$ cat src/ctu_pkg.sv
// ----------------------------------------------------------------------------
// ctu_pkg
// Shared constants, types and helpers of the Clifford tableau update unit.
// ----------------------------------------------------------------------------
package ctu_pkg;

  localparam int NumQubits = 16;
  localparam int NumRows   = 2 * NumQubits;
  localparam int RowW      = 2 * NumQubits + 1;
  localparam int PhasePos  = 2 * NumQubits;
  localparam int RowAddrW  = $clog2(NumRows);
  localparam int CntW      = $clog2(NumRows + 1);

  localparam int FuncW     = 4;
  localparam int QubitW    = 4;
  localparam int RowIdxW   = 5;
  localparam int OutRowW   = 33;
  localparam int OutPhaseW = 32;

  localparam logic [FuncW-1:0] FuncX      = 4'd0;
  localparam logic [FuncW-1:0] FuncY      = 4'd1;
  localparam logic [FuncW-1:0] FuncZ      = 4'd2;
  localparam logic [FuncW-1:0] FuncH      = 4'd3;
  localparam logic [FuncW-1:0] FuncS      = 4'd4;
  localparam logic [FuncW-1:0] FuncSdg    = 4'd5;
  localparam logic [FuncW-1:0] FuncCx     = 4'd6;
  localparam logic [FuncW-1:0] FuncRowsum = 4'd7;
  localparam logic [FuncW-1:0] FuncReinit = 4'd8;
  localparam logic [FuncW-1:0] FuncRead   = 4'd9;

  typedef logic [RowW-1:0] row_t;

  typedef struct packed {
    logic [FuncW-1:0]  func;
    logic [QubitW-1:0] qa;
    logic [QubitW-1:0] qb;
  } op_t;

  // Identity tableau row: row r has bit r set and phase zero.
  function automatic row_t identity_row(input logic [RowAddrW-1:0] addr);
    row_t r;
    r       = '0;
    r[addr] = 1'b1;
    return r;
  endfunction

endpackage

$ cat src/clifford_tableau_update.sv
// ----------------------------------------------------------------------------
// clifford_tableau_update
// Stabilizer tableau of 2N rows held in a RAM, updated by Clifford gates,
// rowsum, re-init and row reads.
// ----------------------------------------------------------------------------
//  channel  | ports                                         | beat
//  ---------+-----------------------------------------------+-------------------
//  command  | start, busy, in_func, in_qubit_a/b, in_row_a/b | start && !busy
//  result   | out_valid, out_row_bits, out_phase_bits,       | out_valid, 1 cycle
//           | out_error                                     |
//
// A gate sweeps all 2N rows through the row RAM, one read and one write-back a
// cycle. Rowsum reads row a, then row b, and writes the sum back to row a; a
// row read reads the RAM and returns it; re-init and rejected beats go straight
// to the result strobe. Busy is high from the accepted beat until the result
// strobe, which the receiver cannot stall. Reset and re-init restore the
// identity at once through per-row valid bits; the RAM itself is never cleared.
// ----------------------------------------------------------------------------
module clifford_tableau_update import ctu_pkg::*; (
  input  logic                 clk,
  input  logic                 rst_n,
  input  logic                 start,
  output logic                 busy,
  input  logic [FuncW-1:0]     in_func,
  input  logic [QubitW-1:0]    in_qubit_a,
  input  logic [QubitW-1:0]    in_qubit_b,
  input  logic [RowIdxW-1:0]   in_row_a,
  input  logic [RowIdxW-1:0]   in_row_b,
  output logic                 out_valid,
  output logic [OutRowW-1:0]   out_row_bits,
  output logic [OutPhaseW-1:0] out_phase_bits,
  output logic                 out_error
);

  localparam logic [2:0] S_IDLE    = 3'd0;
  localparam logic [2:0] S_SWEEP   = 3'd1;
  localparam logic [2:0] S_RS_H    = 3'd2;
  localparam logic [2:0] S_RS_I    = 3'd3;
  localparam logic [2:0] S_RS_WR   = 3'd4;
  localparam logic [2:0] S_RD      = 3'd5;
  localparam logic [2:0] S_RD_WAIT = 3'd6;
  localparam logic [2:0] S_DONE    = 3'd7;

  logic [2:0]           state_r, state_nxt;
  logic [CntW-1:0]      cnt_r, cnt_nxt;
  op_t                  op_r, op_nxt;
  logic [RowAddrW-1:0]  ra_r, ra_nxt;
  logic [RowAddrW-1:0]  rb_r, rb_nxt;
  row_t                 hold_r, hold_nxt;
  logic [NumRows-1:0]   valid_r, valid_nxt;
  logic [NumRows-1:0]   phase_r, phase_nxt;
  logic                 err_r, err_nxt;
  logic [OutRowW-1:0]   out_row_r, out_row_nxt;
  logic [OutPhaseW-1:0] out_phase_r, out_phase_nxt;
  logic                 out_valid_r, out_valid_nxt;
  logic                 data_vld_r;
  logic                 rd_valid_q_r;
  logic [RowAddrW-1:0]  rd_addr_q_r;

  logic                 ram_we;
  logic [RowAddrW-1:0]  ram_waddr;
  logic                 ram_re;
  logic [RowAddrW-1:0]  ram_raddr;
  row_t                 ram_q;
  row_t                 rdata;
  row_t                 alu_in;
  row_t                 alu_out;

  ctu_ram #(
    .Width (RowW),
    .Depth (NumRows)
  ) u_ram (
    .clk   (clk),
    .we    (ram_we),
    .waddr (ram_waddr),
    .wdata (alu_out),
    .re    (ram_re),
    .raddr (ram_raddr),
    .rdata (ram_q)
  );

  // A row never written since reset or re-init reads as its identity row.
  assign rdata  = rd_valid_q_r ? ram_q : identity_row(rd_addr_q_r);
  assign alu_in = (state_r == S_RS_WR) ? hold_r : rdata;

  ctu_row_alu u_alu (
    .op      (op_r),
    .row_in  (alu_in),
    .src_row (rdata),
    .row_out (alu_out)
  );

  always_comb begin
    state_nxt     = state_r;
    cnt_nxt       = cnt_r;
    op_nxt        = op_r;
    ra_nxt        = ra_r;
    rb_nxt        = rb_r;
    hold_nxt      = hold_r;
    valid_nxt     = valid_r;
    phase_nxt     = phase_r;
    err_nxt       = err_r;
    out_row_nxt   = out_row_r;
    out_phase_nxt = out_phase_r;
    out_valid_nxt = 1'b0;
    ram_we        = 1'b0;
    ram_waddr     = rd_addr_q_r;
    ram_re        = 1'b0;
    ram_raddr     = ra_r;
    case (state_r)
      S_IDLE: begin
        if (start) begin
          op_nxt      = '{func: in_func, qa: in_qubit_a, qb: in_qubit_b};
          ra_nxt      = RowAddrW'(in_row_a);
          rb_nxt      = RowAddrW'(in_row_b);
          cnt_nxt     = '0;
          err_nxt     = 1'b0;
          out_row_nxt = '0;
          state_nxt   = S_DONE;
          case (in_func) inside
            [FuncX:FuncSdg]: begin
              if (int'(in_qubit_a) >= NumQubits) err_nxt = 1'b1;
              else state_nxt = S_SWEEP;
            end
            FuncCx: begin
              if (int'(in_qubit_a) >= NumQubits || int'(in_qubit_b) >= NumQubits
                  || in_qubit_a == in_qubit_b) err_nxt = 1'b1;
              else state_nxt = S_SWEEP;
            end
            FuncRowsum: begin
              if (int'(in_row_a) >= NumRows || int'(in_row_b) >= NumRows) err_nxt = 1'b1;
              else state_nxt = S_RS_H;
            end
            FuncReinit: begin
              valid_nxt = '0;
              phase_nxt = '0;
            end
            FuncRead: begin
              if (int'(in_row_a) >= NumRows) err_nxt = 1'b1;
              else state_nxt = S_RD;
            end
            default: err_nxt = 1'b1;
          endcase
        end
      end
      S_SWEEP: begin
        // Read row k while row k-1, read the cycle before, is written back.
        if (cnt_r < CntW'(NumRows)) begin
          ram_re    = 1'b1;
          ram_raddr = cnt_r[RowAddrW-1:0];
          cnt_nxt   = cnt_r + CntW'(1);
        end
        if (data_vld_r) begin
          ram_we                 = 1'b1;
          valid_nxt[rd_addr_q_r] = 1'b1;
          phase_nxt[rd_addr_q_r] = alu_out[PhasePos];
          if (rd_addr_q_r == RowAddrW'(NumRows - 1)) state_nxt = S_DONE;
        end
      end
      S_RS_H: begin
        ram_re    = 1'b1;
        ram_raddr = ra_r;
        state_nxt = S_RS_I;
      end
      S_RS_I: begin
        ram_re    = 1'b1;
        ram_raddr = rb_r;
        hold_nxt  = rdata;
        state_nxt = S_RS_WR;
      end
      S_RS_WR: begin
        ram_we          = 1'b1;
        ram_waddr       = ra_r;
        valid_nxt[ra_r] = 1'b1;
        phase_nxt[ra_r] = alu_out[PhasePos];
        out_row_nxt     = OutRowW'(alu_out);
        state_nxt       = S_DONE;
      end
      S_RD: begin
        ram_re    = 1'b1;
        ram_raddr = ra_r;
        state_nxt = S_RD_WAIT;
      end
      S_RD_WAIT: begin
        out_row_nxt = OutRowW'(rdata);
        state_nxt   = S_DONE;
      end
      S_DONE: begin
        out_valid_nxt = 1'b1;
        out_phase_nxt = OutPhaseW'(phase_r);
        state_nxt     = S_IDLE;
      end
      default: state_nxt = S_IDLE;
    endcase
  end

  always_ff @(posedge clk) begin
    if (!rst_n) begin
      state_r     <= S_IDLE;
      valid_r     <= '0;
      phase_r     <= '0;
      err_r       <= 1'b0;
      out_valid_r <= 1'b0;
      data_vld_r  <= 1'b0;
      cnt_r       <= '0;
    end else begin
      state_r     <= state_nxt;
      valid_r     <= valid_nxt;
      phase_r     <= phase_nxt;
      err_r       <= err_nxt;
      out_valid_r <= out_valid_nxt;
      data_vld_r  <= ram_re;
      cnt_r       <= cnt_nxt;
    end
  end

  always_ff @(posedge clk) begin
    op_r        <= op_nxt;
    ra_r        <= ra_nxt;
    rb_r        <= rb_nxt;
    hold_r      <= hold_nxt;
    out_row_r   <= out_row_nxt;
    out_phase_r <= out_phase_nxt;
    if (ram_re) begin
      rd_addr_q_r  <= ram_raddr;
      rd_valid_q_r <= valid_r[ram_raddr];
    end
  end

  assign busy           = (state_r != S_IDLE);
  assign out_valid      = out_valid_r;
  assign out_row_bits   = out_row_r;
  assign out_phase_bits = out_phase_r;
  assign out_error      = err_r;

  a_strobe_idle: assert property (@(posedge clk) disable iff (!rst_n)
    out_valid_r |-> !busy)
    else $error("result strobe while busy");

  a_accept_busy: assert property (@(posedge clk) disable iff (!rst_n)
    (start && !busy) |=> busy)
    else $error("accepted beat did not raise busy");

  a_no_idle_write: assert property (@(posedge clk) disable iff (!rst_n)
    ram_we |-> (state_r == S_SWEEP || state_r == S_RS_WR))
    else $error("row RAM written outside an update");

  a_error_no_row: assert property (@(posedge clk) disable iff (!rst_n)
    (out_valid_r && err_r) |-> (out_row_r == '0))
    else $error("rejected beat returned row data");

endmodule

$ cat src/ctu_ram.sv
// ----------------------------------------------------------------------------
// ctu_ram
// Generic simple dual-port RAM: one write port, one read port, registered read.
// ----------------------------------------------------------------------------
module ctu_ram #(
  parameter int Width = 8,
  parameter int Depth = 16
) (
  input  logic                     clk,
  input  logic                     we,
  input  logic [$clog2(Depth)-1:0] waddr,
  input  logic [Width-1:0]         wdata,
  input  logic                     re,
  input  logic [$clog2(Depth)-1:0] raddr,
  output logic [Width-1:0]         rdata
);

  logic [Width-1:0] mem [Depth];
  logic [Width-1:0] rdata_r;

  always_ff @(posedge clk) begin
    if (we) begin
      mem[waddr] <= wdata;
    end
    if (re) begin
      rdata_r <= mem[raddr];
    end
  end

  assign rdata = rdata_r;

endmodule

$ cat src/ctu_row_alu.sv
// ----------------------------------------------------------------------------
// ctu_row_alu
// Row update logic: Pauli, H, S, Sdg and CX column rules on one row, and the
// rowsum of a source row into a destination row.
// ----------------------------------------------------------------------------
module ctu_row_alu import ctu_pkg::*; (
  input  op_t  op,
  input  row_t row_in,
  input  row_t src_row,
  output row_t row_out
);

  // Phase exponent contribution, mod 4, of source (x1,z1) times destination (x2,z2).
  function automatic logic [1:0] g_mod4(input logic x1, input logic z1,
                                         input logic x2, input logic z2);
    logic [1:0] g;
    g = 2'd0;
    if (x1 && z1) begin
      g = {1'b0, z2} - {1'b0, x2};
    end else if (x1) begin
      g = z2 ? (x2 ? 2'd1 : 2'd3) : 2'd0;
    end else if (z1) begin
      g = x2 ? (z2 ? 2'd3 : 2'd1) : 2'd0;
    end
    return g;
  endfunction

  logic [1:0] g_lvl [2*NumQubits-1];
  logic [1:0] acc;
  row_t       gate_row;
  row_t       sum_row;

  // Rowsum: the g terms are added in a balanced tree of 2-bit adders.
  always_comb begin
    for (int j = 0; j < NumQubits; j++) begin
      g_lvl[j] = g_mod4(src_row[j], src_row[NumQubits+j],
                        row_in[j], row_in[NumQubits+j]);
    end
    for (int j = NumQubits; j < 2 * NumQubits - 1; j++) begin
      g_lvl[j] = g_lvl[2*(j-NumQubits)] + g_lvl[2*(j-NumQubits)+1];
    end
    acc = g_lvl[2*NumQubits-2] + {row_in[PhasePos], 1'b0} + {src_row[PhasePos], 1'b0};
    sum_row           = row_in ^ src_row;
    sum_row[PhasePos] = (acc != 2'd0);
  end

  always_comb begin
    logic x;
    logic z;
    logic xc;
    logic zc;
    logic xt;
    logic zt;
    x  = row_in[op.qa];
    z  = row_in[NumQubits + int'(op.qa)];
    xc = x;
    zc = z;
    xt = row_in[op.qb];
    zt = row_in[NumQubits + int'(op.qb)];
    gate_row = row_in;
    case (op.func)
      FuncX: gate_row[PhasePos] = row_in[PhasePos] ^ z;
      FuncY: gate_row[PhasePos] = row_in[PhasePos] ^ x ^ z;
      FuncZ: gate_row[PhasePos] = row_in[PhasePos] ^ x;
      FuncH: begin
        gate_row[op.qa]                   = z;
        gate_row[NumQubits + int'(op.qa)] = x;
        gate_row[PhasePos]                = row_in[PhasePos] ^ (x & z);
      end
      FuncS: begin
        gate_row[NumQubits + int'(op.qa)] = z ^ x;
        gate_row[PhasePos]                = row_in[PhasePos] ^ (x & z);
      end
      FuncSdg: begin
        gate_row[NumQubits + int'(op.qa)] = z ^ x;
        gate_row[PhasePos]                = row_in[PhasePos] ^ (x & ~z);
      end
      FuncCx: begin
        gate_row[op.qb]                   = xt ^ xc;
        gate_row[NumQubits + int'(op.qa)] = zc ^ zt;
        gate_row[PhasePos]                = row_in[PhasePos] ^ (xc & zt & ~(xt ^ zc));
      end
      default: gate_row = row_in;
    endcase
  end

  assign row_out = (op.func == FuncRowsum) ? sum_row : gate_row;

endmodule
$ cat config.mk
export PLATFORM = sky130hd
export DESIGN_NAME = clifford_tableau_update
export DESIGN_NICKNAME = d
export VERILOG_FILES = /design/src/ctu_pkg.sv /design/src/clifford_tableau_update.sv /design/src/ctu_ram.sv /design/src/ctu_row_alu.sv
export SDC_FILE = /design/constraint.sdc
export NUM_CORES = 2
export LEC_CHECK = 0
export BUFFER_PORTS_ARGS = -buffer_cell sky130_fd_sc_hd__clkbuf_2
export CAP_MARGIN = 5
export CORE_MARGIN = 4
export CORE_UTILIZATION = 30
export DETAILED_ROUTE_END_ITERATION = 6
export PLACE_DENSITY = 0.51
export SLEW_MARGIN = 0
export SYNTH_ARGS = -nofsm -noshare
export SYNTH_HDL_FRONTEND = slang
export SYNTH_SLANG_ARGS = --single-unit
$ cat constraint.sdc
create_clock -name clk -period 21.3 [get_ports clk]
set_input_delay 1.065 -clock clk [delete_from_list [all_inputs] [get_ports clk]]
set_output_delay 1.065 -clock clk [all_outputs]
set_load 0.01 [all_outputs]
-- After elaboration in Yosys (flattened, before gate mapping)
Memory sizes are Yosys's and may differ from the RTL's. A register that Yosys moved wholly into a read port is not among the register bits.
Cells that the tools add are included.
- output and inout bits: 68
- memory bits (writable): 1056
- bits in registers: 202
- memories: 1
- logic and storage cells: 344
- bits of input ports: 25
- multiplexer cells: 188
- bitwise operators: 19
- order comparisons: 16
- equality and inequality tests: 28
- reductions and logical operators: 39
- add/sub/neg operators: 36
- memories (name ; depth ; width ; rd ports ; clocked after memory_dff ; wr ports ; RTL line ; RTL):
    u_ram.mem ; 32 ; 33 ; 1 ; 1 ; 1 ; ctu_ram.sv:18 ; logic [Width-1:0] mem [Depth];
- operators with widths (operator ; count):
    32-bit one-hot mux with 3 select lines ; 3
    2-bit two-way mux ; 114
    32-bit two-way mux ; 7
    33-bit bitwise mux ; 5
    33-bit two-way mux ; 4
    33-bit one-hot mux with 3 select lines ; 1
    32-bit bitwise mux ; 2
    32-bit by 8-bit less-than comparator with 1-bit output, second input constant ; 2
    32-bit bitwise OR ; 2
    2-bit adder ; 17
    32-bit by 1-bit greater-or-equal comparator with 1-bit output, second input constant ; 1
    1-bit by 1-bit subtractor with 2-bit output ; 16
    32-bit XOR ; 1
    4-bit by 3-bit equality test with 1-bit output, second input constant ; 6
    1-bit two-way mux ; 24
    1-bit logical AND ; 23
    3-bit two-way mux ; 7
    3-bit one-hot mux with 7 select lines ; 1
    5-bit by 6-bit less-than comparator with 1-bit output, second input constant ; 3
    2-bit != test, second input constant ; 8
    1-bit demux with 5-bit select ; 3
    4-bit by 7-bit less-than comparator with 1-bit output, second input constant ; 2
    5-bit by 4-bit adder with 6-bit output, first input constant ; 2
    1-bit binary-select mux with 6-bit select ; 2
    other kinds (36) ; 70

-- Longest topological paths before layout
- depth in word-level cells: 22
- mapped depth: 29
- gate-level depth less buffers: 24

-- Hierarchy
A second synthesis with hierarchy kept.
- cells, all modules: 3882
- area, all modules: 55969.9 um^2
- by module, submodules not included (module ; seq. area each (um^2) ; cells an instance ; instances ; area each (um^2)):
    ctu_ram ; 32701.4 ; 2332 ; 1 ; 42144.2
    clifford_tableau_update ; 5305.1 ; 1020 ; 1 ; 9615.5
    ctu_row_alu ; 0.0 ; 530 ; 1 ; 4210.3

-- Worst setup path after synthesis
OpenSTA, ideal clock, no wires.
- kind: register -> register
- from: reg state_r[2]
- to: reg out_row_r[32] (netlist: out_row_bits[32]), data pin
- buffers on the path: 7
- data arrival time: 7002 ps
- library setup time: 134 ps
- stages on the path, launching flop included: 29
- period minus slack after synthesis: 7136 ps
- data required time: 21166 ps
- slack: 14164 ps
- cells stage by stage: dfxtp_1 -> or3b_1 -> buf_2 -> buf_2 -> clkbuf_1 -> clkbuf_1 -> clkbuf_1 -> clkbuf_1 -> o21a_1 -> ha_1 -> a31oi_1 -> fa_1 -> fa_1 -> fa_1 -> xnor2_1 -> xnor2_1 -> ha_1 -> xnor2_1 -> xnor2_1 -> xnor2_1 -> xnor3_1 -> xnor2_1 -> xnor2_1 -> xnor2_1 -> xnor3_1 -> nand2_1 -> buf_2 -> o21a_1 -> a22o_1
- word-level cells in the longest chain between the ends: 16
- elaborated cells between the ends (all ways): 176
- those cells by class: 33 x add/sub; 2 x eq/ne; 126 x mux; 13 x bitwise; 2 x reduce/logical
- RTL lines (what ; RTL line ; RTL):
    start: declaration ; clifford_tableau_update.sv:44 ; logic [2:0] state_r, state_nxt;
    start signal: assignment ; clifford_tableau_update.sv:207 ; state_r <= state_nxt;
    3-bit equality test * ; clifford_tableau_update.sv:84 ; assign alu_in = (state_r == S_RS_WR) ? hold_r : rdata;
    33-bit two-way mux * ; clifford_tableau_update.sv:84 ;
    2-bit two-way mux (2 in series) ; ctu_row_alu.sv:23 ; g = x2 ? (z2 ? 2'd3 : 2'd1) : 2'd0;
    2-bit two-way mux ; ctu_row_alu.sv:22 ; end else if (z1) begin
    2-bit two-way mux ; ctu_row_alu.sv:20 ; end else if (x1) begin
    2-bit two-way mux ; ctu_row_alu.sv:18 ; if (x1 && z1) begin
    2-bit adder (4 in series) ; ctu_row_alu.sv:40 ; g_lvl[j] = g_lvl[2*(j-NumQubits)] + g_lvl[2*(j-NumQubits)+1];
    2-bit adder (2 in series) ; ctu_row_alu.sv:42 ; acc = g_lvl[2*NumQubits-2] + {row_in[PhasePos], 1'b0} + {src_row[PhasePos], 1'b0};
    2-bit nonzero test ; ctu_row_alu.sv:44 ; sum_row[PhasePos] = (acc != 2'd0);
    33-bit two-way mux * ; ctu_row_alu.sv:87 ; assign row_out = (op.func == FuncRowsum) ? sum_row : gate_row;
    net alu_out[32] ; clifford_tableau_update.sv:67 ; row_t alu_out;
    33-bit one-hot mux with 3 select lines * ; clifford_tableau_update.sv:110 ; case (state_r)
    net out_row_nxt[32] ; clifford_tableau_update.sv:53 ; logic [OutRowW-1:0] out_row_r, out_row_nxt;
    end signal: assignment ; clifford_tableau_update.sv:222 ; out_row_r <= out_row_nxt;
    end: declaration ; clifford_tableau_update.sv:53 ;
The timed path passes the listed nets; every way through them passes the cells marked *. The select of a mux whose other input is x is not followed.
A chain may end at the register's enable or synchronous reset.

-- Worst setup path after layout
- from: reg state_r[0]
- to: reg out_row_r[32] (netlist: out_row_bits[32]), data pin
Same word-level chain as after synthesis.

==> metrics.md <==
| Metric | Value |
|---|---|
| Num rows | `approximately 160` |
| Minimum clock period | `9.530 ns` |
| Die area | `around 200000 um2` |
| Initial drt markers | `4559` |
| Router iterations before antenna repair | `6` |
| Via density | `5.434` |
| Lkg Pwr | `around 22 nW` |
| Worst r2r src | `state_r[0]` |
| R2R setup slack | `11.77 ns` |
| Crit path max fanout | `63` |
| CP Capture Type | `flip-flop` |
| I/O pin total | `93` |
| Die Wd | `444.0 um` |
| CTS tree | `built` |
| Root buffer cell | `clkbuf_16` |
| Final Skew | `0.03937 ns` |
| Routed Antenna Nets | `0` |
| TritonCTS buffer count | `144` |
| Hold_sp | `phase_r[7]` |
| Core Footprint | `~190000 um2` |
| Synth warn | `0` |
| HP Class | `flip-flop to flip-flop` |
| Switch Pwr | `around 3.4 mW` |
| Headroom to the max-slew limit | `0.1453` |
| Seq pwr share | `0.382` |
| Clock tree sinks | `1291` |
| Clock-pin transition on the worst setup and hold timing paths | `0.06 ns` |
| Final setup TNS | `0 ns` |
| CTS resizes | `0` |
| P&R area growth vs syn | `14.85%` |
| Total grt overflow | `0` |
| PwrDens | `roughly 130 nW/um2` |
| Cell Area, Synth | `between 50000 and 60000 um2` |
| Post-Synthesis Cells | `a little under 5k` |
| Via count | `40.95k` |
| Final setup viols | `0` |
| Routed WL | `196.7 mm` |
| Fmax | `roughly 0.10 GHz` |
| Tcrit/Tclk final | `0.4474` |
| Share of layout cells above drive strength 1 | `0.1100` |
| GP Congestion | `0.9566` |
| Final Hold Viols | `0` |
| R2r worst-path depth | `25` |
| Most crowded layer after global routing | `met2` |
| PortBufs | `92` |
| #FFs+latches synth | `roughly 1.3k` |
| Fin worst setup slack | `11.77 ns` |
| Dominant synthesized flop cell | `edfxtp_1` |
| M3 GR Usage | `0.02894` |
| GR Layer Usage met1 | `0.2748` |
| CTS hold repair buffers | `0` |
| Max-cap violations | `0` |
| Arrival @ worst endpoint | `10.15 ns` |
| Slew @ Worst Pin | `1.278 ns` |
| Synth cell types | `82` |
| Worst Hold Path Cells | `0` |
| RR Endpoint | `out_row_bits[32]` |
| Logic pwr share | `0.344` |
| DPL Wire Length | `roughly 110 mm` |
| First-pass GRT wire length | `approximately 280 mm` |
| Syn nets | `4985` |
| Seq/Total Area, Yosys | `0.6664` |
| Largest net degree at the start of global routing | `150` |
| Clk Latency, worst-skew pair | `between 0.7 and 0.8 ns` |
| Worst vdd ir | `a little over 0.00009 V` |
| Required time of the critical path | `21.92 ns` |
| Initial antenna violation count | `3` |
| Number of remaining DRC errors | `0` |
| Critical Path Start Type | `flip-flop` |
| CTS H-Tree Depth | `4` |
| Post-CTS setup buffers | `0` |
| Critical Setup Path Class | `flip-flop to flip-flop` |
| RSZ-0062 raised after global routing | `false` |
| Avg Inst Size Synth | `between 10 and 15 um2` |
| EDFF count, synth | `about 1.2k` |
| Pint | `5.448 mW` |
| Total Routing Usage GR | `0.1932` |
| Met2 GRT Util | `0.3071` |
| Switching Fraction | `0.3816` |
| Vias in the first global route | `38.51k` |
| Die H | `444.0 um` |
| Hold path endpoint | `out_phase_bits[7]` |
| Post-layout net count | `about 5.0k` |
| Wire per inst | `roughly 26 um` |
| Setup WS pre-CTS | `11.92 ns` |
| Clk network pwr share | `0.273` |
| Asr flop ratio synth | `0` |
| Status | `finished clean` |
| Max Root-Sink Buffers | `3` |
| Max-slew violation count | `0` |
| Initial core utilization | `0.3027` |
[cell usage after synthesis, types with 38 or more instances]
cell      instances  area share
a21boi_1         38      0.0050
a21oi_1         131       0.011
a311oi_1        204       0.031
and3_1          144       0.016
clkbuf_1        304       0.020
dfxtp_1          76       0.027
edfxtp_1       1215        0.64
ha_1             51       0.011
inv_1            64      0.0042
nand2_1        1255       0.083
nand3_1         422       0.037
nor2_1          188       0.012
o211ai_1         52      0.0068
o21ai_0         162       0.014
o31ai_1          64      0.0084
[sequential cells by signal, summed over array words and instances (netlist names), 6 cells and up]
register and count:
op_r 12, valid_r 32, u_ram.rdata 33, hold_r 33
cnt_r 6, u_ram.mem 1056, out_phase_bits 32, out_row_bits 33
phase_r 32
[layout make-up]
| type | count | area (um2) |
|---|---|---|
| multi-input combinational | 3185 | 18000 |
| tap | 2495 | 3122 |
| clock inverter | 70 | 569.3 |
| antenna | 4 | 10.01 |
| clock buffer | 194 | 3949 |
| timing repair buffer | 225 | 1559 |
| sequential | 1291 | 38010 |
| fill | 18380 | 122900 |
| inverter | 71 | 284.0 |
[worst max path at each step]
stage | from | end | depth (start not counted)
after floorplan | state_r[2] | out_row_bits[32] | 28
after global placement | state_r[0] | out_row_bits[32] | 25
after detailed placement | state_r[0] | out_row_bits[32] | 25
after CTS | state_r[0] | out_row_bits[32] | 25
after global routing | state_r[0] | out_row_bits[32] | 25
final | state_r[0] | out_row_bits[32] | 25
[placed cells by master (no fill, tap or decap), types with 30 or more instances in the layout]
cell type,synthesis,layout
a32oi_1,31,31
o31ai_1,64,49
xnor2_1,30,30
o21ai_0,162,157
nand2_1,1255,1252
a21boi_1,38,38
ha_1,51,51
clkbuf_1,304,41
o211ai_1,52,52
buf_4,7,125
a21oi_1,131,130
and3_1,144,144
dfxtp_1,76,76
clkbuf_2,0,92
nand3_1,422,422
nor2_1,188,153
edfxtp_1,1215,1215
nor2_4,0,34
inv_1,64,62
a311oi_1,204,204
clkbuf_16,0,150
o311ai_0,33,33
[logic make-up after synthesis]
| logic type | Yosys count | synth area share |
|---|---|---|
| DFF | 1291 | 0.6664 |
| adders and majority gates | 60 | 0.01435 |
| and+or+nand+nor | 2134 | 0.1627 |
| xor gates and xnor gates | 42 | 0.006933 |
| muxes | 27 | 0.005090 |
| buffers and inverters | 424 | 0.02905 |
| AOI/OAI and AO/OA | 922 | 0.1154 |
[worst max-delay path, cell delays in order (launching register included)]
cell and delay (ns):
dfxtp_1 0.65, or3b_4 0.56, buf_4 0.65, buf_4 0.67, nor2_1 0.14, a21oi_1 0.47, ha_1 0.33, a31oi_1 0.36
fa_1 0.52, fa_1 0.51, fa_1 0.59, xnor2_1 0.14, xnor2_1 0.09, ha_1 0.23, xnor2_1 0.18, xnor2_1 0.11
xnor2_1 0.22, xnor3_1 0.36, xnor2_1 0.14, xnor2_1 0.20, xnor2_1 0.15, xnor3_1 0.36, nand2_1 0.10, buf_4 0.33
o21a_1 0.95, a22o_1 0.24
[power groups by stage]
stage                     registers, mW  clock network [mW]  logic (mW)
after floorplan                    3.40                   0        1.80
after global placement             3.42                   0        3.02
after detailed placement           3.42                   0        3.03
after CTS                          3.37                2.46        3.04
after global routing               3.38                2.56        3.29
final                              3.37                2.41        3.03
[stage by stage]
step,area [um2],hold WS (ns),power (mW),util,instances
after floorplan,57030,0.4019,5.201,-,4900
after global placement,60970,0.4118,6.435,0.3237,7267
after detailed placement,60970,0.4195,6.452,0.3237,7267
after CTS,65490,0.4190,8.869,0.3476,7531
after global routing,65490,0.4387,9.227,0.3476,7531
final,65500,0.4145,8.810,0.3477,7535
[metal layers]
metal | share of wire | up-vias | wire [um]
met4 | 0.027 | 4 | 5380
met1 | 0.45 | 20850 | 87690
met2 | 0.46 | 1544 | 91060
met3 | 0.064 | 274 | 12510
met5 | 0.00016 | - | 32
li1 | - | 18270 | -
Note: power is estimated with default switching activity, not from simulation.
